`config.mk`:
```
export PLATFORM = sky130hd
export DESIGN_NAME = lanc_zoom_command_transmitter_flat
export DESIGN_NICKNAME = d
export VERILOG_FILES = /design/src/design/lzct_pkg.sv /design/src/design/lzct_if.sv /design/src/design/lzct_ctrl.sv /design/src/design/lzct_datapath.sv /design/src/design/lanc_zoom_command_transmitter.sv /design/src/flat_wrapper.sv
export SDC_FILE = /design/constraint.sdc
export NUM_CORES = 1
export LEC_CHECK = 0
export BUFFER_PORTS_ARGS = -buffer_cell sky130_fd_sc_hd__buf_2
export CORE_MARGIN = 8
export CORE_UTILIZATION = 68
export DETAILED_ROUTE_END_ITERATION = 12
export PLACE_DENSITY = 0.93
export SLEW_MARGIN = 20
export SYNTH_ARGS = -nofsm -noshare
export SYNTH_HDL_FRONTEND = slang
export SYNTH_SLANG_ARGS = --single-unit
```
`constraint.sdc`:
```
create_clock -name clk -period 15.6 [get_ports clk]
set_clock_uncertainty 0.15 [all_clocks]
set_input_delay 0.78 -clock clk [delete_from_list [all_inputs] [get_ports clk]]
set_output_delay 0.78 -clock clk [all_outputs]
set_load 0.005 [all_outputs]
```
`src/design/lzct_pkg.sv`:
```
// Package for the zoom command transmitter: shared types, codes and constants.
// Used by the channel interfaces, the controller, the datapath and the top level.
// Depends on nothing else.
`default_nettype none

package lzct_pkg;

  localparam int unsigned CFG_INDEX_W = 3;
  localparam int unsigned CFG_DATA_W  = 16;

  localparam logic [7:0]  BIT_TICKS_RST     = 8'd208;
  localparam logic [7:0]  DELAY_TICKS_RST   = 8'd0;
  localparam logic [7:0]  SHIFT_TICKS_RST   = 8'd26;
  localparam logic [15:0] SILENCE_LIMIT_RST = 16'd500;
  localparam logic [4:0]  SPEED_SCALE_RST   = 5'd8;
  localparam logic [3:0]  EASE_STEP_RST     = 4'd1;

  localparam logic [7:0]  ZOOM_CMD_BYTE = 8'h28;
  localparam logic [3:0]  EASE_MAX      = 4'd8;
  localparam int unsigned LEVEL_MAX     = 8;

  typedef enum logic [CFG_INDEX_W-1:0] {
    REG_BIT_TICKS     = 3'd0,
    REG_DELAY_TICKS   = 3'd1,
    REG_SHIFT_TICKS   = 3'd2,
    REG_SILENCE_LIMIT = 3'd3,
    REG_SPEED_SCALE   = 3'd4,
    REG_EASE_STEP     = 3'd5
  } lzct_reg_t;

  typedef enum logic {
    ST_IDLE,
    ST_SEND
  } lzct_state_t;

  typedef struct packed {
    logic step;
    logic clear_pending;
    logic start_byte;
    logic advance_tick;
    logic send_bit;
    logic end_byte;
  } lzct_cmd_t;

  typedef struct packed {
    logic falling_edge;
    logic start_ok;
    logic tick_hit;
    logic last_bit;
  } lzct_stat_t;

endpackage

`default_nettype wire

```
`src/design/lzct_if.sv`:
```
// Valid/ready channel interfaces for input beats, result beats and configuration writes.
// Depends on lzct_pkg for the configuration field widths.
`default_nettype none

interface lzct_in_if;
  logic              valid;
  logic              ready;
  logic              line_level;
  logic              ramp_strobe;
  logic signed [4:0] goal_speed;

  modport source (output valid, output line_level, output ramp_strobe, output goal_speed,
                  input ready);
  modport sink (input valid, input line_level, input ramp_strobe, input goal_speed,
                output ready);
endinterface

interface lzct_out_if;
  logic              valid;
  logic              ready;
  logic              drive_level;
  logic              sending;
  logic              command_pending;
  logic [2:0]        byte_index;
  logic signed [8:0] ramp_speed;
  logic [7:0]        second_byte;

  modport source (output valid, output drive_level, output sending, output command_pending,
                  output byte_index, output ramp_speed, output second_byte, input ready);
  modport sink (input valid, input drive_level, input sending, input command_pending,
                input byte_index, input ramp_speed, input second_byte, output ready);
endinterface

interface lzct_cfg_if;
  logic                              valid;
  logic                              ready;
  logic [lzct_pkg::CFG_INDEX_W-1:0]  index;
  logic [lzct_pkg::CFG_DATA_W-1:0]   data;

  modport source (output valid, output index, output data, input ready);
  modport sink (input valid, input index, input data, output ready);
endinterface

`default_nettype wire

```
`src/design/lzct_ctrl.sv`:
```
// Controller: byte timing state machine and the input/result handshake.
// Depends on lzct_pkg for the state, command and status types.
`default_nettype none

module lzct_ctrl (
  input  wire logic                 clk,
  input  wire logic                 rst_n,
  input  wire logic                 in_valid,
  output logic                      in_ready,
  input  wire logic                 out_ready,
  output logic                      out_valid,
  output logic                      sending,
  input  wire lzct_pkg::lzct_stat_t stat,
  output lzct_pkg::lzct_cmd_t       cmd
);
  import lzct_pkg::*;

  lzct_state_t state_r, state_nxt;
  logic        out_valid_r, out_valid_nxt;
  logic        step;

  assign in_ready  = !out_valid_r || out_ready;
  assign step      = in_valid && in_ready;
  assign out_valid = out_valid_r;
  assign sending   = (state_r == ST_SEND);

  always_comb begin
    state_nxt = state_r;
    if (step) begin
      case (state_r)
        ST_IDLE: begin
          if (stat.falling_edge && stat.start_ok) state_nxt = ST_SEND;
        end
        ST_SEND: begin
          if (stat.tick_hit && stat.last_bit) state_nxt = ST_IDLE;
        end
        default: state_nxt = ST_IDLE;
      endcase
    end
  end

  always_comb begin
    cmd = '0;
    cmd.step = step;
    if (step) begin
      case (state_r)
        ST_IDLE: begin
          cmd.clear_pending = stat.falling_edge;
          cmd.start_byte    = stat.falling_edge && stat.start_ok;
        end
        ST_SEND: begin
          cmd.advance_tick = 1'b1;
          cmd.send_bit     = stat.tick_hit && !stat.last_bit;
          cmd.end_byte     = stat.tick_hit && stat.last_bit;
        end
        default: cmd = '0;
      endcase
    end
  end

  always_comb begin
    out_valid_nxt = out_valid_r;
    if (step) out_valid_nxt = 1'b1;
    else if (out_ready) out_valid_nxt = 1'b0;
  end

  always_ff @(posedge clk) begin
    if (!rst_n) begin
      state_r     <= ST_IDLE;
      out_valid_r <= 1'b0;
    end else begin
      state_r     <= state_nxt;
      out_valid_r <= out_valid_nxt;
    end
  end

endmodule

`default_nettype wire

```
`src/design/lzct_datapath.sv`:
```
// Datapath: configuration registers, bit timer, frame byte shifter and speed ramp.
// Depends on lzct_pkg for constants, register codes and the command/status types.
`default_nettype none

module lzct_datapath (
  input  wire logic                                clk,
  input  wire logic                                rst_n,
  input  wire logic                                line_level,
  input  wire logic                                ramp_strobe,
  input  wire logic signed [4:0]                   goal_speed,
  input  wire logic                                cfg_we,
  input  wire logic [lzct_pkg::CFG_INDEX_W-1:0]    cfg_index,
  input  wire logic [lzct_pkg::CFG_DATA_W-1:0]     cfg_data,
  input  wire lzct_pkg::lzct_cmd_t                 cmd,
  output lzct_pkg::lzct_stat_t                     stat,
  output logic                                     drive_level,
  output logic                                     command_pending,
  output logic [2:0]                               byte_index,
  output logic signed [8:0]                        ramp_speed,
  output logic [7:0]                               second_byte
);
  import lzct_pkg::*;

  logic [7:0]  bit_ticks_r, delay_ticks_r, shift_ticks_r;
  logic [15:0] silence_limit_r;
  logic [4:0]  speed_scale_r;
  logic [3:0]  ease_step_r;

  logic              drive_r, drive_nxt;
  logic              prev_line_r;
  logic [3:0]        bit_index_r, bit_index_nxt;
  logic [2:0]        byte_count_r, byte_count_nxt;
  logic [7:0]        tick_r, tick_nxt;
  logic [7:0]        cmp_r, cmp_nxt;
  logic              pending_r, pending_nxt;
  logic [7:0]        first_byte_r, first_byte_nxt;
  logic [7:0]        second_byte_r, second_byte_nxt;
  logic signed [8:0] speed_r, speed_nxt;
  logic [15:0]       silence_r, silence_nxt;

  logic [7:0]        tick_inc;
  logic [7:0]        bit_period;
  logic              pend_mid;
  logic              quiet;
  logic              fire;
  logic [4:0]        scale_eff;
  logic [3:0]        ease_eff;
  logic signed [4:0] goal_c;
  logic signed [9:0] goal_x, scale_x, target, speed_x, two_s, step_mag, speed_new;
  logic              slow;
  logic              neg;
  logic [8:0]        speed_abs;
  logic [8:0]        thresh [1:LEVEL_MAX+1];
  logic [LEVEL_MAX:1] ge_lvl;
  logic              ge_over;
  logic [3:0]        mag;
  logic [2:0]        mag_m1;

  assign tick_inc   = tick_r + 8'd1;
  assign bit_period = bit_ticks_r - delay_ticks_r;

  assign stat.falling_edge = prev_line_r && !line_level;
  assign stat.start_ok     = (byte_count_r != 3'd0) || pending_r;
  assign stat.tick_hit     = (tick_inc == cmp_r);
  assign stat.last_bit     = bit_index_r[3];

  always_comb begin
    tick_nxt       = tick_r;
    cmp_nxt        = cmp_r;
    drive_nxt      = drive_r;
    bit_index_nxt  = bit_index_r;
    byte_count_nxt = byte_count_r;
    if (cmd.advance_tick) tick_nxt = tick_inc;
    if (cmd.start_byte) begin
      tick_nxt = 8'd0;
      cmp_nxt  = bit_period - shift_ticks_r;
    end
    if (cmd.send_bit) begin
      tick_nxt      = 8'd0;
      cmp_nxt       = bit_period;
      bit_index_nxt = bit_index_r + 4'd1;
      if (byte_count_r == 3'd0) drive_nxt = first_byte_r[bit_index_r[2:0]];
      else if (byte_count_r == 3'd1) drive_nxt = second_byte_r[bit_index_r[2:0]];
    end
    if (cmd.end_byte) begin
      tick_nxt       = 8'd0;
      drive_nxt      = 1'b0;
      bit_index_nxt  = 4'd0;
      byte_count_nxt = byte_count_r + 3'd1;
    end
  end

  always_comb begin
    scale_eff = (speed_scale_r == 5'd0) ? 5'd1 : speed_scale_r;
    ease_eff  = (ease_step_r > EASE_MAX) ? EASE_MAX : ease_step_r;
    if (goal_speed > 5'sd8) goal_c = 5'sd8;
    else if (goal_speed < -5'sd8) goal_c = -5'sd8;
    else goal_c = goal_speed;
    goal_x   = 10'(goal_c);
    scale_x  = $signed({5'd0, scale_eff});
    target   = goal_x * scale_x;
    speed_x  = 10'(speed_r);
    two_s    = $signed({4'd0, scale_eff, 1'b0});
    slow     = (speed_x > -two_s) && (speed_x < two_s);
    step_mag = slow ? 10'sd1 : $signed({6'd0, ease_eff});
    if (target > speed_x) speed_new = speed_x + step_mag;
    else if (target < speed_x) speed_new = speed_x - step_mag;
    else speed_new = speed_x;

    neg       = speed_new[9];
    speed_abs = neg ? 9'(-speed_new) : speed_new[8:0];
    for (int k = 1; k <= LEVEL_MAX + 1; k++) begin
      thresh[k] = 9'(k) * {4'd0, scale_eff};
    end
    for (int k = 1; k <= LEVEL_MAX; k++) begin
      ge_lvl[k] = (speed_abs >= thresh[k]);
    end
    ge_over = (speed_abs >= thresh[LEVEL_MAX+1]);
    mag     = 4'($countones(ge_lvl));
    mag_m1  = 3'(mag - 4'd1);
  end

  always_comb begin
    pend_mid        = pending_r && !cmd.clear_pending;
    quiet           = line_level && !pend_mid;
    fire            = cmd.step && ramp_strobe && quiet && (silence_r > silence_limit_r);
    pending_nxt     = pend_mid;
    silence_nxt     = silence_r;
    speed_nxt       = speed_r;
    first_byte_nxt  = first_byte_r;
    second_byte_nxt = second_byte_r;
    if (cmd.step && ramp_strobe) begin
      if (!quiet) silence_nxt = 16'd0;
      else if (fire) silence_nxt = 16'd0;
      else silence_nxt = silence_r + 16'd1;
    end
    if (fire) begin
      speed_nxt = speed_new[8:0];
      if (ge_lvl[1]) begin
        pending_nxt = 1'b1;
        if (!ge_over) begin
          first_byte_nxt  = ZOOM_CMD_BYTE;
          second_byte_nxt = {3'd0, neg, mag_m1, 1'b0};
        end
      end
    end
  end

  always_ff @(posedge clk) begin
    if (!rst_n) begin
      bit_ticks_r     <= BIT_TICKS_RST;
      delay_ticks_r   <= DELAY_TICKS_RST;
      shift_ticks_r   <= SHIFT_TICKS_RST;
      silence_limit_r <= SILENCE_LIMIT_RST;
      speed_scale_r   <= SPEED_SCALE_RST;
      ease_step_r     <= EASE_STEP_RST;
    end else if (cfg_we) begin
      case (cfg_index)
        REG_BIT_TICKS:     bit_ticks_r     <= cfg_data[7:0];
        REG_DELAY_TICKS:   delay_ticks_r   <= cfg_data[7:0];
        REG_SHIFT_TICKS:   shift_ticks_r   <= cfg_data[7:0];
        REG_SILENCE_LIMIT: silence_limit_r <= cfg_data[15:0];
        REG_SPEED_SCALE:   speed_scale_r   <= cfg_data[4:0];
        REG_EASE_STEP:     ease_step_r     <= cfg_data[3:0];
        default: begin
        end
      endcase
    end
  end

  always_ff @(posedge clk) begin
    if (!rst_n) begin
      drive_r       <= 1'b0;
      prev_line_r   <= 1'b1;
      bit_index_r   <= 4'd0;
      byte_count_r  <= 3'd0;
      tick_r        <= 8'd0;
      cmp_r         <= 8'd0;
      pending_r     <= 1'b0;
      first_byte_r  <= 8'd0;
      second_byte_r <= 8'd0;
      speed_r       <= 9'sd0;
      silence_r     <= 16'd0;
    end else if (cmd.step) begin
      drive_r       <= drive_nxt;
      prev_line_r   <= line_level;
      bit_index_r   <= bit_index_nxt;
      byte_count_r  <= byte_count_nxt;
      tick_r        <= tick_nxt;
      cmp_r         <= cmp_nxt;
      pending_r     <= pending_nxt;
      first_byte_r  <= first_byte_nxt;
      second_byte_r <= second_byte_nxt;
      speed_r       <= speed_nxt;
      silence_r     <= silence_nxt;
    end
  end

  assign drive_level     = drive_r;
  assign command_pending = pending_r;
  assign byte_index      = byte_count_r;
  assign ramp_speed      = speed_r;
  assign second_byte     = second_byte_r;

endmodule

`default_nettype wire

```
`src/design/lanc_zoom_command_transmitter.sv`:
```
// Top level of the zoom command transmitter for a single-wire camera control bus.
// Depends on lzct_pkg, the channel interfaces, lzct_ctrl and lzct_datapath.
//
// Usage: every input beat is one timer tick carrying the sampled line level, a ramp
// strobe and the goal zoom speed. Each accepted beat yields exactly one result beat
// with the pin level, the sending flag, the pending mark, the frame byte index, the
// ramped speed and the latched second command byte, all as they stand after that tick.
// Configuration writes go through cfg_chan, which is always ready; write only while
// no result is outstanding.
// Latency: the result beat is valid in the cycle after the input beat is accepted.
// Throughput: one tick per clock cycle while results are taken; all of a tick's work,
// including the speed ramp's level decode, is combinational between state registers.
// Stall: results wait in the output register; while a result waits and the receiver
// holds out_chan.ready low, in_chan.ready is low and the block state is frozen.
// Reset: rst_n is synchronous and active low. It loads the default timing and ramp
// settings, clears the byte timer, the command bytes and the ramp speed, and leaves
// the line tracker at idle high. No result is pending after reset.
`default_nettype none

module lanc_zoom_command_transmitter (
  input  wire logic  clk,
  input  wire logic  rst_n,
  lzct_in_if.sink    in_chan,
  lzct_out_if.source out_chan,
  lzct_cfg_if.sink   cfg_chan
);
  import lzct_pkg::*;

  lzct_cmd_t  cmd;
  lzct_stat_t stat;

  assign cfg_chan.ready = 1'b1;

  lzct_ctrl u_ctrl (
    .clk       (clk),
    .rst_n     (rst_n),
    .in_valid  (in_chan.valid),
    .in_ready  (in_chan.ready),
    .out_ready (out_chan.ready),
    .out_valid (out_chan.valid),
    .sending   (out_chan.sending),
    .stat      (stat),
    .cmd       (cmd)
  );

  lzct_datapath u_datapath (
    .clk             (clk),
    .rst_n           (rst_n),
    .line_level      (in_chan.line_level),
    .ramp_strobe     (in_chan.ramp_strobe),
    .goal_speed      (in_chan.goal_speed),
    .cfg_we          (cfg_chan.valid),
    .cfg_index       (cfg_chan.index),
    .cfg_data        (cfg_chan.data),
    .cmd             (cmd),
    .stat            (stat),
    .drive_level     (out_chan.drive_level),
    .command_pending (out_chan.command_pending),
    .byte_index      (out_chan.byte_index),
    .ramp_speed      (out_chan.ramp_speed),
    .second_byte     (out_chan.second_byte)
  );

endmodule

`default_nettype wire
```
`src/flat_wrapper.sv`:
```
// flat-port wrapper written by rule: the top's interface ports become plain ports
module lanc_zoom_command_transmitter_flat import lzct_pkg::*;
  (clk, rst_n, in_chan_valid, in_chan_line_level, in_chan_ramp_strobe, in_chan_goal_speed, in_chan_ready, out_chan_valid, out_chan_drive_level, out_chan_sending, out_chan_command_pending, out_chan_byte_index, out_chan_ramp_speed, out_chan_second_byte, out_chan_ready, cfg_chan_valid, cfg_chan_index, cfg_chan_data, cfg_chan_ready);
  lzct_in_if in_chan_i ();
  lzct_out_if out_chan_i ();
  lzct_cfg_if cfg_chan_i ();
  input  wire logic clk;
  input  wire logic rst_n;
  input wire logic [$bits(in_chan_i.valid)-1:0] in_chan_valid;
  input wire logic [$bits(in_chan_i.line_level)-1:0] in_chan_line_level;
  input wire logic [$bits(in_chan_i.ramp_strobe)-1:0] in_chan_ramp_strobe;
  input wire logic [$bits(in_chan_i.goal_speed)-1:0] in_chan_goal_speed;
  output wire logic [$bits(in_chan_i.ready)-1:0] in_chan_ready;
  output wire logic [$bits(out_chan_i.valid)-1:0] out_chan_valid;
  output wire logic [$bits(out_chan_i.drive_level)-1:0] out_chan_drive_level;
  output wire logic [$bits(out_chan_i.sending)-1:0] out_chan_sending;
  output wire logic [$bits(out_chan_i.command_pending)-1:0] out_chan_command_pending;
  output wire logic [$bits(out_chan_i.byte_index)-1:0] out_chan_byte_index;
  output wire logic [$bits(out_chan_i.ramp_speed)-1:0] out_chan_ramp_speed;
  output wire logic [$bits(out_chan_i.second_byte)-1:0] out_chan_second_byte;
  input wire logic [$bits(out_chan_i.ready)-1:0] out_chan_ready;
  input wire logic [$bits(cfg_chan_i.valid)-1:0] cfg_chan_valid;
  input wire logic [$bits(cfg_chan_i.index)-1:0] cfg_chan_index;
  input wire logic [$bits(cfg_chan_i.data)-1:0] cfg_chan_data;
  output wire logic [$bits(cfg_chan_i.ready)-1:0] cfg_chan_ready;
  assign in_chan_i.valid = in_chan_valid;
  assign in_chan_i.line_level = in_chan_line_level;
  assign in_chan_i.ramp_strobe = in_chan_ramp_strobe;
  assign in_chan_i.goal_speed = in_chan_goal_speed;
  assign in_chan_ready = in_chan_i.ready;
  assign out_chan_valid = out_chan_i.valid;
  assign out_chan_drive_level = out_chan_i.drive_level;
  assign out_chan_sending = out_chan_i.sending;
  assign out_chan_command_pending = out_chan_i.command_pending;
  assign out_chan_byte_index = out_chan_i.byte_index;
  assign out_chan_ramp_speed = out_chan_i.ramp_speed;
  assign out_chan_second_byte = out_chan_i.second_byte;
  assign out_chan_i.ready = out_chan_ready;
  assign cfg_chan_i.valid = cfg_chan_valid;
  assign cfg_chan_i.index = cfg_chan_index;
  assign cfg_chan_i.data = cfg_chan_data;
  assign cfg_chan_ready = cfg_chan_i.ready;
  lanc_zoom_command_transmitter u_core (.clk(clk), .rst_n(rst_n), .in_chan(in_chan_i), .out_chan(out_chan_i), .cfg_chan(cfg_chan_i));
endmodule
```
Yosys cells after proc, flatten, opt, wreduce, memory -nomap -nowiden. Index checks and enable logic that the tools add are counted.

Register bits after elaboration: 107. Bits of input ports: 31.

Add/sub/neg operators: 18. $mul: 6. Order comparisons: 18. Equal/unequal tests: 7. Muxes and demuxes: 36. Bitwise logic cells: 2. Reduce and logical (&&, ||, !) cells: 41.

Operator list (number): 8-bit two-way mux (6); 9-bit by 8-bit >= comparator with 1-bit output (4); 16-bit two-way mux (2); 2-bit AND reduction (12); 10-bit two-way mux (2); 9-bit by 7-bit >= comparator with 1-bit output (2); 16-bit by 1-bit adder with 16-bit output, second input constant (1); 16-bit > comparator (1); 3-bit by 5-bit multiplier with 8-bit output, first input constant (2); 4-bit two-way mux (4); 8-bit subtractor (2); 5-bit two-way mux (3); 2-bit by 5-bit multiplier with 7-bit output, first input constant (2); 1-bit two-way mux (12); 1-bit logical AND (11); 9-bit by 5-bit adder with 10-bit output (1); 10-bit by 9-bit > comparator with 1-bit output (1); 9-bit by 10-bit > comparator with 1-bit output (1); 10-bit by 9-bit < comparator with 1-bit output (1); 5-bit by 6-bit multiplier with 10-bit output (1); 6-bit negator with 10-bit output (1); 9-bit by 5-bit subtractor with 10-bit output (1); 9-bit by 5-bit >= comparator with 1-bit output (1); 9-bit by 6-bit >= comparator with 1-bit output (1); 35 further kinds (53).

Depth between registers and ports, before layout. Gate-level depths: netlist of the first run.

Depth after elaboration: 16. Gate-level depth with buffers: 48. Mapped depth without buffers: 47.

Cells and area by module. A second synthesis of the first run with hierarchy kept.

Cell total of the unflattened synthesis: 1287. Area total of the unflattened synthesis: 10488.8 um2.

Modules (own cells, without submodules): lzct_datapath (instances 1, cells each 1270, area an instance 10319.9 um2, sequential area each 2102.0 um2); lzct_ctrl (instances 1, cells each 15, area an instance 157.7 um2, sequential area each 40.0 um2); lanc_zoom_command_transmitter (instances 1, cells each 2, area an instance 11.3 um2, sequential area each 0.0 um2).

Worst setup path before layout of the first run. No wires, ideal clock.

Kind: reg2reg. From: reg u_core.u_datapath.speed_scale_r[1]. To: reg u_core.u_datapath.second_byte_r[3] (netlist: u_core.u_datapath.second_byte[3]). Setup time: 0.116 ns. Arrival: 10.228 ns. Data required time: 15.334 ns. Setup slack: 5.105 ns. Stages on the path, launching flop included: 45. Cell sequence: dfxtp_1 > clkbuf_1 > clkinv_1 > nand4b_1 > nand2_1 > inv_1 > nand3_1 > fa_1 > fa_1 > fa_1 > inv_1 > ha_1 > a21o_1 > a21oi_1 > o21bai_1 > a21oi_1 > xnor2_1 > ha_1 > (+9 left out) > a21o_1 > a21o_1 > a21oi_1 > nor2b_1 > o21ai_0 > nand2b_1 > a2111oi_0 > ha_1 > inv_1 > fa_1 > inv_1 > fa_1 > inv_1 > fa_1 > fa_1 > xnor2_1 > o211ai_1 > o211a_1.

Word-level cells in the longest chain between the ends: 16. Elaborated cells between the ends (all ways): 40.

Ends and longest elaborated chain: start, declared (RTL line lzct_datapath.sv:26) `logic [4:0] speed_scale_r;`; start signal, assigned (RTL line lzct_datapath.sv:163) `REG_SPEED_SCALE: speed_scale_r <= cfg_data[4:0];`; 5-bit logical NOT (RTL line lzct_datapath.sv:94) `scale_eff = (speed_scale_r == 5'd0) ? 5'd1 : speed_scale_r;`; 5-bit two-way mux * (RTL line lzct_datapath.sv:94); 6-bit negator with 10-bit output (RTL line lzct_datapath.sv:104) `slow = (speed_x > -two_s) && (speed_x < two_s);`; 9-bit by 10-bit > comparator with 1-bit output (RTL line lzct_datapath.sv:104); 1-bit logical AND (RTL line lzct_datapath.sv:104); 4-bit two-way mux (RTL line lzct_datapath.sv:105) `step_mag = slow ? 10'sd1 : $signed({6'd0, ease_eff});`; 9-bit by 5-bit subtractor with 10-bit output (RTL line lzct_datapath.sv:107) `else if (target < speed_x) speed_new = speed_x - step_mag;`; 10-bit two-way mux (RTL line lzct_datapath.sv:107); 10-bit two-way mux (RTL line lzct_datapath.sv:106) `if (target > speed_x) speed_new = speed_x + step_mag;`; 9-bit negator (RTL line lzct_datapath.sv:111) `speed_abs = neg ? 9'(-speed_new) : speed_new[8:0];`; 9-bit two-way mux (RTL line lzct_datapath.sv:111); 9-bit by 5-bit >= comparator with 1-bit output (tied with other cells) (RTL line lzct_datapath.sv:116) `ge_lvl[k] = (speed_abs >= thresh[k]);`; 1-bit by 1-bit adder with 2-bit output (not written as such) (RTL line lzct_datapath.sv:119) `mag = 4'($countones(ge_lvl));`; 2-bit by 2-bit adder with 3-bit output (not written as such) (RTL line lzct_datapath.sv:119); 3-bit adder (not written as such) (RTL line lzct_datapath.sv:119); 3-bit by 1-bit subtractor with 3-bit output (RTL line lzct_datapath.sv:120) `mag_m1 = 3'(mag - 4'd1);`; end signal, assigned (RTL line lzct_datapath.sv:193) `second_byte_r <= second_byte_nxt;`; end, declared (RTL line lzct_datapath.sv:37) `logic [7:0] second_byte_r, second_byte_nxt;`.

Mark *: on every way between the ends. The rest lies on a longest branch, timed or not. A chain may end at the register's enable or synchronous reset.

Final worst setup path of the first run. Ends and elaborated chain as after synthesis.

==> flow_summary.toml, run 1 <==
[placed_design]
placement.io_buffers = 51
global_placer_s_final_weighted_congestion = 0.9367
dp.cells = 1415
dpl.hpwl_mm = 18.41

[yosys]
postSynth.asyncResetShare_pct = 0
synth_flop_cell = "sky130_fd_sc_hd__dfxtp_1"
ys_types = 74
area_share_of_xor_xnor_cells_in_the_synthesized_design_pct = 5.906
synthesized_netlist_cell_count = 1218
post-synth-top-area-fraction_pct = 21.89
syn-mean-instance-area_sq_um = 8.035
synth_edf_count = 0
synth_warnings = 0
synth_simple_gate_area_share_pct = 18.45
synth.area.top_cells = "sky130_fd_sc_hd__dfxtp_1, sky130_fd_sc_hd__ha_1, sky130_fd_sc_hd__a21oi_1, sky130_fd_sc_hd__nand2_1, sky130_fd_sc_hd__xnor2_1"
combinational_family_with_the_most_area_after_synthesis = "adder cells"
synth_adder_area_share_pct = 25.08
synth_largest_area_cell = "sky130_fd_sc_hd__dfxtp_1"
yosys_register_bits = 107
compound_gate_portion_of_the_synthesized_area_pct = 19.78
synth.area.mux_share_pct = 2.237
synthesis.area_sq_mm = 0.009787
portion_of_the_post_synthesis_area_used_by_sequential_elements_pct = 21.89

[floorplanning]
io_pins = 57
die_h_um = 136.0
rows = 44
start_util_pct = 68.37
dieWidth_um = 136.0
fp.coreArea_sq_mm = 0.01431
floorplan.die_area_sq_mm = 0.01849

[hold_path]
hold-path-endpoint = "u_core.u_datapath.shift_ticks_r[2]"
min_from = "u_core.u_datapath.shift_ticks_r[2]"
hold_depth = 2
hp-class = "flip-flop to flip-flop"

[clocking]
clkTransAtPathRegs_ps = 80
cts.htree.levels = 3
cts_num_sinks = 107
postCtsSetupBuffers = 0
post_cts_resize_count = 0
ctsRootBufferMaster = "sky130_fd_sc_hd__clkbuf_16"
clk-insertion-delay-late_ps = 370
cts_tree = "done"
tritoncts.num_buffers = 9
cts_hold_buffers = 0
cts_max_path_buffers = 2

[setup_path]
startpoint_of_the_worst_slack_reg_to_reg_timing_path = "u_core.u_datapath.speed_scale_r[1]"
endpoint_kind = "flip-flop"
crit_path_launch_type = "flip-flop"
ff2ff_path_depth = 42
worst-endpoint-required_ps = 15710
worst_endpoint_data_arrival_time_ps = 12190
worst_path_largest_cell_delay_ps = 650
timing.setup.critical_path_class = "flip-flop to flip-flop"
rrSetupSlack_ps = 3520
timing.critical_path.from = "u_core.u_datapath.speed_scale_r[1]"
rr_endpoint = "u_core.u_datapath.second_byte[3]"
timing.critical_path.mode_cell = "sky130_fd_sc_hd__fa_1"
critical-path-slowest-cell = "sky130_fd_sc_hd__xnor2_1"
critical_path_peak_fanout = 14

[sta]
layout_worst_path_cycle_share_pct = 77.46
finalSetupViolations = 0
worst-slew-pin-transition_ps = 831.0
final.setup.tns_ps = 0
number_of_failing_hold_endpoints_at_the_final_stage = 0
max_slew_margin_pct = 44.20
rsz0062_at_grt = "false"
timing.fmax_ghz = 0.08276
finalCriticalPeriod_ps = 12080
timing.final.max_slew_violations = 0

[global_routing]
maximum_number_of_pins_on_one_net_before_global_route_repair = 63
vias_in_the_first_global_route = 8417
antenna_found_initial = 0
global_route.usage.total_pct = 26.27
grt_overflow = 0
wire_length_of_the_first_global_routing_pass_mm = 39.94

[route]
routed-wl-met2_mm = 11.22
num_vias = 8784
route.final.wire_length_mm = 24.11
drt-initial-drc-count = 665
drt.antenna.violating_nets = 0
met3_wirelength_mm = 1.619
wl_per_cell_um = 16.85
detail_route.first_pass.iterations = 5
met1_length_mm = 10.55
drt_drc_violations_left = 0
via_per_inst = 6.138
highest-signal-layer = "met4"

[pwr]
power_per_cell_area_mw_per_mm2 = 85.41
worst_ir_drop_vdd_uv = 55.90
p_leak_nw = 4.813

[final_layout]
area_growth_syn_to_layout_pct = 6.507
antenna_cells = 0
layout.cells.non_filler = 1431
share_of_final_layout_standard_cells_stronger_than_drive_strength_1_pct = 7.859
n_fill_cell = 1028
fin_nets = 1456

[run_status]
status = "finished clean"

[job]
max_cap_viol_count = 0
-- synth_stat cells (2+ instances only) --
cell type	count
sky130_fd_sc_hd__nor2b_1	25
sky130_fd_sc_hd__a211o_1	5
sky130_fd_sc_hd__o41ai_1	2
sky130_fd_sc_hd__mux2_2	3
sky130_fd_sc_hd__a21oi_1	106
sky130_fd_sc_hd__xor2_1	14
sky130_fd_sc_hd__o21bai_1	8
sky130_fd_sc_hd__o311ai_1	3
sky130_fd_sc_hd__clkinv_1	2
sky130_fd_sc_hd__ha_1	161
sky130_fd_sc_hd__nor4_1	4
sky130_fd_sc_hd__o31ai_1	7
sky130_fd_sc_hd__conb_1	2
sky130_fd_sc_hd__nand2_1	137
sky130_fd_sc_hd__o21ai_0	48
sky130_fd_sc_hd__o21a_1	13
sky130_fd_sc_hd__a2bb2oi_1	2
sky130_fd_sc_hd__nand3b_1	4
sky130_fd_sc_hd__and2_1	10
sky130_fd_sc_hd__a211oi_1	12
sky130_fd_sc_hd__clkbuf_1	38
sky130_fd_sc_hd__o2111ai_1	3
sky130_fd_sc_hd__a21o_1	31
sky130_fd_sc_hd__a22oi_1	3
sky130_fd_sc_hd__nand3_1	37
sky130_fd_sc_hd__xnor2_1	52
sky130_fd_sc_hd__a311oi_1	14
sky130_fd_sc_hd__o211ai_1	15
sky130_fd_sc_hd__or2_2	5
sky130_fd_sc_hd__dfxtp_1	107
sky130_fd_sc_hd__o31a_1	2
sky130_fd_sc_hd__mux2i_1	17
sky130_fd_sc_hd__buf_4	5
sky130_fd_sc_hd__buf_2	2
sky130_fd_sc_hd__or3_1	2
sky130_fd_sc_hd__and3_1	23
sky130_fd_sc_hd__a211oi_2	2
sky130_fd_sc_hd__inv_1	114
sky130_fd_sc_hd__nor3_1	9
sky130_fd_sc_hd__nor2_1	78
sky130_fd_sc_hd__a2111oi_0	2
sky130_fd_sc_hd__nand2b_1	25
sky130_fd_sc_hd__nand4_1	12
sky130_fd_sc_hd__fa_1	22
-- flip-flops by register name (all words and copies together) (netlist names) --
register / flops
u_core.u_datapath.silence_limit_r: 16
u_core.u_datapath.silence_r: 16
u_core.u_datapath.ramp_speed: 9
u_core.u_datapath.bit_ticks_r: 8
u_core.u_datapath.cmp_r: 8
u_core.u_datapath.delay_ticks_r: 8
u_core.u_datapath.shift_ticks_r: 8
u_core.u_datapath.tick_r: 8
u_core.u_datapath.speed_scale_r: 5
u_core.u_datapath.bit_index_r: 4
u_core.u_datapath.ease_step_r: 4
u_core.u_datapath.second_byte: 4
u_core.u_datapath.byte_index: 3
u_core.u_ctrl.out_valid: 1
u_core.u_ctrl.sending: 1
u_core.u_datapath.command_pending: 1
u_core.u_datapath.drive_level: 1
u_core.u_datapath.first_byte_r: 1
u_core.u_datapath.prev_line_r: 1
-- logic make-up after synthesis --
kind of cell,Yosys count
adders and majority gates,183
and+or+nand+nor,379
AOI/OAI and AO/OA,296
xor gates and xnor gates,66
muxes,21
buffers and inverters,164
DFF,107
other,2
-- metrics by stage --
step / util, % / cell area, sq um / hold WS [ps] / total power, mW / setup slack (ps)
global route: 72.82 / 10420 / 329.1 / 0.9501 / 2872
finish: 72.82 / 10420 / 309.2 / 0.8903 / 3517
floorplan: - / 9798 / 286.3 / 0.5652 / 5105
detailed placement: 70.75 / 10130 / 299.1 / 0.6524 / 3889
CTS: 72.77 / 10420 / 309.7 / 0.8825 / 3746
global placement: 70.75 / 10130 / 292.1 / 0.6343 / 4283
-- worst max-delay path: cells and delay by family, from the launching register on --
| family | cells | cell delay, ps |
|---|---|---|
| AOI/OAI and AO/OA | 14 | 3020 |
| xor gates and xnor gates | 3 | 960 |
| adders and majority gates | 12 | 4960 |
| buffers and inverters | 6 | 1030 |
| DFF | 1 | 550 |
| and+or+nand+nor | 7 | 1280 |
-- power by group --
| part | total, mW | leakage (nW) | switching, mW | internal (mW) |
|---|---|---|---|---|
| Sequential | 0.279 | 0.865 | 0.00264 | 0.276 |
| Clock | 0.231 | 0.144 | 0.118 | 0.113 |
| Combinational | 0.380 | 3.80 | 0.222 | 0.158 |
| Total | 0.890 | 4.81 | 0.343 | 0.547 |
-- final cells by class --
cell class	count	area (sq um)	area share (%)
Clock buffer	9	225.2	2.161
Clock inverter	7	63.81	0.6122
Inverter	117	439.2	4.213
Multi-Input combinational cell	950	7023	67.38
Sequential cell	107	2142	20.55
Tap cell	184	230.2	2.209
Timing Repair Buffer	57	300.3	2.881
-- layer usage --
| layer | track usage (%) | vias up |
|---|---|---|
| met2 | 43.39 | 291 |
| li1 | - | 4283 |
| met4 | 9.213 | 0 |
| met3 | 4.878 | 70 |
| met1 | 33.62 | 4140 |
| met5 | 0 | - |
-- cell usage in the layout, fill, tap and decap left out, drive strengths merged, types with 17 or more instances in the layout --
cell / instances
ha: 161
and3: 23
nand2: 137
o21ai: 50
nor2b: 25
inv: 121
nor2: 78
xnor2: 52
fa: 22
nand2b: 25
buf: 57
mux2i: 17
nand3: 37
dfxtp: 107
a21o: 31
a21oi: 107
-- worst max path at each step --
stage,to,slack [ps],cells past startpoint
final,u_core.u_datapath.second_byte[3],3520,42
after global routing,u_core.u_datapath.second_byte[3],2870,43
after CTS,u_core.u_datapath.second_byte[3],3750,42
after detailed placement,u_core.u_datapath.second_byte[3],3890,42
after global placement,u_core.u_datapath.second_byte[3],4280,43
after floorplan,u_core.u_datapath.second_byte[3],5110,44
(Power assumes the default switching activity.)
==> run 2: changes to the inputs <==
--- a/config.mk
+++ b/config.mk
@@ -7,9 +7,9 @@
 export LEC_CHECK = 0
 export BUFFER_PORTS_ARGS = -buffer_cell sky130_fd_sc_hd__buf_2
 export CORE_MARGIN = 8
-export CORE_UTILIZATION = 68
+export CORE_UTILIZATION = 63
 export DETAILED_ROUTE_END_ITERATION = 12
-export PLACE_DENSITY = 0.93
+export PLACE_DENSITY = 0.87
 export SLEW_MARGIN = 20
 export SYNTH_ARGS = -nofsm -noshare
 export SYNTH_HDL_FRONTEND = slang
==> constraint.sdc (replaced) <==
create_clock -name clk -period 11.45 [get_ports clk]
set_clock_uncertainty 0.15 [all_clocks]
set_input_delay 0.5725 -clock clk [delete_from_list [all_inputs] [get_ports clk]]
set_output_delay 0.5725 -clock clk [all_outputs]
set_load 0.005 [all_outputs]
==> run 2 against run 1 <==
  * Clock power rose by 29%
  * Cell area increased by 0.94%
  * Worst setup slack worse by 3000 ps
  * Largest power group unchanged
  * Critical path depth rose by 2
  * Non-clock buffer count increased by 7
==> flow_summary.toml, run 2 (synthesis results as in run 1) <==
[clocking]
postCtsSetupBuffers = 0
cts_max_path_buffers = 2
cts_num_sinks = 107
clkTransAtPathRegs_ps = 70
cts.htree.levels = 3
tritoncts.num_buffers = 9
ctsRootBufferMaster = "sky130_fd_sc_hd__clkbuf_16"
cts_tree = "done"
clk-insertion-delay-late_ps = 350
cts_hold_buffers = 0

[pwr]
switching_fraction_pct = 38.13
fin_total_pwr_mw = 1.205
p_leak_nw = 4.838
p_sw_mw = 0.4595
internal-power_mw = 0.7455
power_per_cell_area_mw_per_mm2 = 114.5
power.clock.fraction_pct = 24.8
worst_ir_drop_vdd_uv = 75.39
combPwrFrac_pct = 43.7
seq_power_share_pct = 31.5

[final_layout]
layout.cells.non_filler = 1442
register_area_sq_mm = 0.002143
utilization_pct = 69.21
share_of_final_layout_standard_cells_stronger_than_drive_strength_1_pct = 9.091
multi_input_comb_area_sq_mm = 0.007072
fin_nets = 1463
most-common-layout-cells = "sky130_fd_sc_hd__ha_1, sky130_fd_sc_hd__nand2_1, sky130_fd_sc_hd__inv_1"
layout.cells.most_common = "sky130_fd_sc_hd__ha_1"
n_fill_cell = 1182
antenna_cells = 0
post-route-cell-area_sq_mm = 0.01052
area_growth_syn_to_layout_pct = 7.504

[setup_path]
endpoint_kind = "flip-flop"
critical_path_peak_fanout = 10
timing.critical_path.from = "u_core.u_datapath.speed_scale_r[3]"
crit_path_end = "u_core.u_datapath.second_byte[3]"
critical-path-slowest-cell = "sky130_fd_sc_hd__fa_1"
worst_path_dominant_cell_family = "adder cells"
rrSetupSlack_ps = 520
ff2ff_path_depth = 44
timing.setup.critical_path_class = "flip-flop to flip-flop"
worst_endpoint_data_arrival_time_ps = 11040
crit_path_launch_type = "flip-flop"
worst_path_largest_cell_delay_ps = 610
worstSetupPathDepth = 44
cp.buffers_inverters = 7
rr_endpoint = "u_core.u_datapath.second_byte[3]"
startpoint_of_the_worst_slack_reg_to_reg_timing_path = "u_core.u_datapath.speed_scale_r[3]"
worst-endpoint-required_ps = 11550
timing.critical_path.mode_cell = "sky130_fd_sc_hd__fa_1"

[placed_design]
dp.cells = 1426
dpl.hpwl_mm = 18.75
global_placer_s_final_weighted_congestion = 0.9626
placement.io_buffers = 51
dp_slack_ps = 238.7
placed_cell_area_sq_mm = 0.01018

[sta]
postLayoutSetupSlackWorst_ps = 515.7
finalSetupViolations = 0
layout_worst_path_cycle_share_pct = 95.50
timing.fmax_ghz = 0.09146
number_of_failing_hold_endpoints_at_the_final_stage = 0
final.setup.tns_ps = 0
worst-slew-pin-transition_ps = 817.3
timing.final.max_slew_violations = 0
hold_ws_ps = 297.2
finalCriticalPeriod_ps = 10930
max_slew_margin_pct = 45.12
rsz0062_at_grt = "false"

[route]
drt_drc_violations_left = 0
wl_per_cell_um = 16.70
route.final.wire_length_mm = 24.08
num_vias = 8603
detail_route.first_pass.iterations = 6
drt.antenna.violating_nets = 0
drt-initial-drc-count = 718
via_per_inst = 5.966

[job]
max_cap_viol_count = 0

[floorplanning]
floorplan.die_area_sq_mm = 0.01978
dieWidth_um = 140.6
rows = 45
die_h_um = 140.6
start_util_pct = 64.38
io_pins = 57
fp.coreArea_sq_mm = 0.01520

[global_routing]
vias_in_the_first_global_route = 8232
antenna_found_initial = 0
maximum_number_of_pins_on_one_net_before_global_route_repair = 77
wire_length_of_the_first_global_routing_pass_mm = 39.39
global_route.usage.total_pct = 24.02
grt_overflow = 0

[hold_path]
hp-class = "primary input to flip-flop"

[run_status]
status = "finished clean"
run 2: worst reg2reg max path, delay by kind of cell (launching register included):
family | cells | cell delay, ps
buf+inv | 7 | 710
compound gates | 14 | 3010
xor+xnor | 3 | 730
fa+ha+maj | 13 | 5060
flops | 1 | 310
simple gates | 7 | 860
run 2: power groups by stage:
stage	Combinational, mW	Sequential, mW	Clock [mW]
floorplan	0.383	0.387	0
global placement	0.481	0.388	0
detailed placement	0.502	0.388	0
CTS	0.512	0.379	0.304
global route	0.595	0.380	0.317
finish	0.526	0.379	0.299
run 2: worst min-delay path by stage:
stage | startpoint | endpoint | slack (ps) | cells past startpoint
6_report | cfg_chan_data[9] | u_core.u_datapath.silence_limit_r[9] | 300 | 3
5_1_grt | cfg_chan_data[14] | u_core.u_datapath.silence_limit_r[14] | 310 | 3
4_1_cts | cfg_chan_data[9] | u_core.u_datapath.silence_limit_r[9] | 290 | 3
3_5_place_dp | u_core.u_datapath.delay_ticks_r[6] | u_core.u_datapath.delay_ticks_r[6] | 300 | 2
3_3_place_gp | u_core.u_datapath.delay_ticks_r[4] | u_core.u_datapath.delay_ticks_r[4] | 290 | 2
2_1_floorplan | u_core.u_datapath.bit_ticks_r[0] | u_core.u_datapath.bit_ticks_r[0] | 290 | 2
run 2: layer usage:
| metal | track usage [%] | share of wire (%) | vias to the layer above |
|---|---|---|---|
| met1 | 31.11 | 45 | 4026 |
| met5 | 0 | 0 | - |
| met2 | 40.70 | 47 | 245 |
| li1 | - | - | 4287 |
| met3 | 3.916 | 6.2 | 45 |
| met4 | 6.165 | 1.8 | 0 |
run 2: cell type report:
class | count | share of cell area (%)
Multi-Input combinational cell | 950 | 67.21
Sequential cell | 107 | 20.37
Inverter | 117 | 4.174
Timing Repair Buffer | 64 | 3.354
Tap cell | 188 | 2.236
Clock buffer | 10 | 2.176
Clock inverter | 6 | 0.4757
run 2: timing repair:
| item | 4_1_cts | 5_1_grt |
|---|---|---|
| setup endpoints to repair | 0 | 2 |
| resized for setup | 0 | 11 |
| hold endpoints to repair | 0 | 0 |
==> run 3: changes to the inputs <==
--- a/config.mk
+++ b/config.mk
@@ -6,7 +6,6 @@
 export NUM_CORES = 1
 export LEC_CHECK = 0
 export BUFFER_PORTS_ARGS = -buffer_cell sky130_fd_sc_hd__buf_2
-export CORE_MARGIN = 8
 export CORE_UTILIZATION = 63
 export DETAILED_ROUTE_END_ITERATION = 12
 export PLACE_DENSITY = 0.87
==> run 3 against run 2 <==
  * Register-to-register slack lost 30 ps
  * Count of clock-buffer cells in the layout grew 1
  * Non-clock buffer count shrank 1
  * Utilization is essentially flat
  * Sequential cell count is the same
  * Maximum frequency shrank 0.30%
  * Critical path depth shrank 4
  * Worst hold slack gained 6.2 ps
  * Combinational power shrank 2%
  * Wire length shrank 2.0%
  * Cell area is essentially flat
  * First-iteration DRC count shrank 11%
  * Critical path type unchanged
  * Critical endpoint unchanged
  * Largest power group unchanged
==> flow_summary.toml, run 3 (synthesis results as in run 1) <==
[clocking]
clkTransAtPathRegs_ps = 70
clk-insertion-delay-late_ps = 350
cts_tree = "done"
ctsRootBufferMaster = "sky130_fd_sc_hd__clkbuf_16"
cts.htree.levels = 3
cts_hold_buffers = 0
cts_num_sinks = 107
cts_max_path_buffers = 2
tritoncts.num_buffers = 9

[setup_path]
timing.critical_path.mode_cell = "sky130_fd_sc_hd__fa_1"
critical_path_peak_fanout = 14
crit_path_launch_type = "flip-flop"
rrSetupSlack_ps = 480
critical-path-slowest-cell = "sky130_fd_sc_hd__xnor2_1"
startpoint_of_the_worst_slack_reg_to_reg_timing_path = "u_core.u_datapath.speed_scale_r[3]"
worst_endpoint_data_arrival_time_ps = 11060
worst_path_dominant_cell_family = "adder cells"
ff2ff_path_depth = 40
rr_endpoint = "u_core.u_datapath.second_byte[3]"
cp.buffers_inverters = 8
worst_path_largest_cell_delay_ps = 800
timing.setup.critical_path_class = "flip-flop to flip-flop"
endpoint_kind = "flip-flop"
worst-endpoint-required_ps = 11550

[pwr]
fin_total_pwr_mw = 1.213
seq_power_share_pct = 31.3
p_leak_nw = 4.842
worst_ir_drop_vdd_uv = 109.1
internal-power_mw = 0.7673
switching_fraction_pct = 36.72
combPwrFrac_pct = 42.3
p_sw_mw = 0.4452
power.clock.fraction_pct = 26.4
power_per_cell_area_mw_per_mm2 = 115.2

[run_status]
status = "finished clean"

[route]
drt.antenna.violating_nets = 0
via_per_inst = 6.019
detail_route.first_pass.iterations = 5
route.final.wire_length_mm = 23.59
num_vias = 8674
drt-initial-drc-count = 636
drt_drc_violations_left = 0
wl_per_cell_um = 16.37

[hold_path]
hp-class = "flip-flop to flip-flop"
min_from = "u_core.u_datapath.delay_ticks_r[5]"
hold-path-endpoint = "u_core.u_datapath.delay_ticks_r[5]"
hold_depth = 2

[final_layout]
antenna_cells = 0
share_of_final_layout_standard_cells_stronger_than_drive_strength_1_pct = 8.939
most-common-layout-cells = "sky130_fd_sc_hd__ha_1, sky130_fd_sc_hd__nand2_1, sky130_fd_sc_hd__inv_1"
area_growth_syn_to_layout_pct = 7.530
fin_nets = 1462
layout.cells.non_filler = 1441
layout.cells.most_common = "sky130_fd_sc_hd__ha_1"

[job]
max_cap_viol_count = 0

[sta]
worst-slew-pin-transition_ps = 990.2
finalSetupViolations = 0
number_of_failing_hold_endpoints_at_the_final_stage = 0
max_slew_margin_pct = 33.51
finalCriticalPeriod_ps = 10970
layout_worst_path_cycle_share_pct = 95.79
timing.fmax_ghz = 0.09118
timing.final.max_slew_violations = 0

[global_routing]
wire_length_of_the_first_global_routing_pass_mm = 38.01
vias_in_the_first_global_route = 8036
grt_overflow = 0
maximum_number_of_pins_on_one_net_before_global_route_repair = 77
global_route.usage.total_pct = 29.48
antenna_found_initial = 0

[floorplanning]
floorplan.die_area_sq_mm = 0.01604
io_pins = 57
die_h_um = 126.6
rows = 45
start_util_pct = 64.38
dieWidth_um = 126.6
fp.coreArea_sq_mm = 0.01520

[placed_design]
dpl.hpwl_mm = 18.00
global_placer_s_final_weighted_congestion = 0.9188
placement.io_buffers = 51
dp.cells = 1424
## run 3: worst register-to-register path: cells and delay by family (launching register included)
kind | cells | cell delay (ps)
muxes | 1 | 330
buffers and inverters | 8 | 800
adders and majority gates | 12 | 4820
xor gates and xnor gates | 4 | 1560
DFF | 1 | 390
and+or+nand+nor | 4 | 580
AOI/OAI and AO/OA | 11 | 2250
## run 3: what timing repair did
item                       in CTS  in global routing
setup buffers                   0                  1
resized for setup               0                 10
setup endpoints to repair       0                  2
## run 3: worst max-delay path by stage
stage | start | to | cells after the start
6_report | u_core.u_datapath.speed_scale_r[3] | u_core.u_datapath.second_byte[3] | 40
3_3_place_gp | in_chan_goal_speed[4] | u_core.u_datapath.second_byte[3] | 44
2_1_floorplan | u_core.u_datapath.speed_scale_r[1] | u_core.u_datapath.second_byte[3] | 44
5_1_grt | u_core.u_datapath.speed_scale_r[3] | u_core.u_datapath.second_byte[3] | 40
3_5_place_dp | in_chan_goal_speed[4] | u_core.u_datapath.second_byte[3] | 44
4_1_cts | u_core.u_datapath.speed_scale_r[3] | u_core.u_datapath.second_byte[3] | 46
## run 3: per-layer routing
layer  vias up  global-route usage [%]  part of all wire, %
met2       278                   49.37                   47
met3        42                   6.116                  7.1
met5         -                       0                    0
met1      4064                   37.89                   44
met4         0                   9.568                  1.9
li1       4290                       -                    -
## run 3: cell type report
class / count / area, sq um
multi-input combinational: 950 / 7057
fill: 1153 / 4678
sequential: 107 / 2145
inverter: 117 / 439.2
timing repair buffer: 63 / 345.3
clock buffer: 11 / 242.7
tap: 188 / 235.2
clock inverter: 5 / 60.06
## run 3: through the flow
stage               setup slack (ps)  utilization, %  hold WS (ps)  instance area, sq um  TNS, ps
finish                         482.3           69.23         303.4                 10520        0
global route                  -1.249           69.23         318.6                 10520   -1.249
detailed placement             399.8           66.90         296.3                 10170        0
CTS                            373.2           68.89         306.5                 10470        0
global placement               723.3           66.90         291.4                 10170        0
floorplan                      955.5               -         286.3                  9798        0
## run 3: power by group through the flow
stage | registers [mW] | logic [mW] | clock network, mW
2_1_floorplan | 0.387 | 0.383 | 0
5_1_grt | 0.380 | 0.585 | 0.337
4_1_cts | 0.380 | 0.504 | 0.322
6_report | 0.380 | 0.513 | 0.320
3_3_place_gp | 0.388 | 0.476 | 0
3_5_place_dp | 0.388 | 0.497 | 0
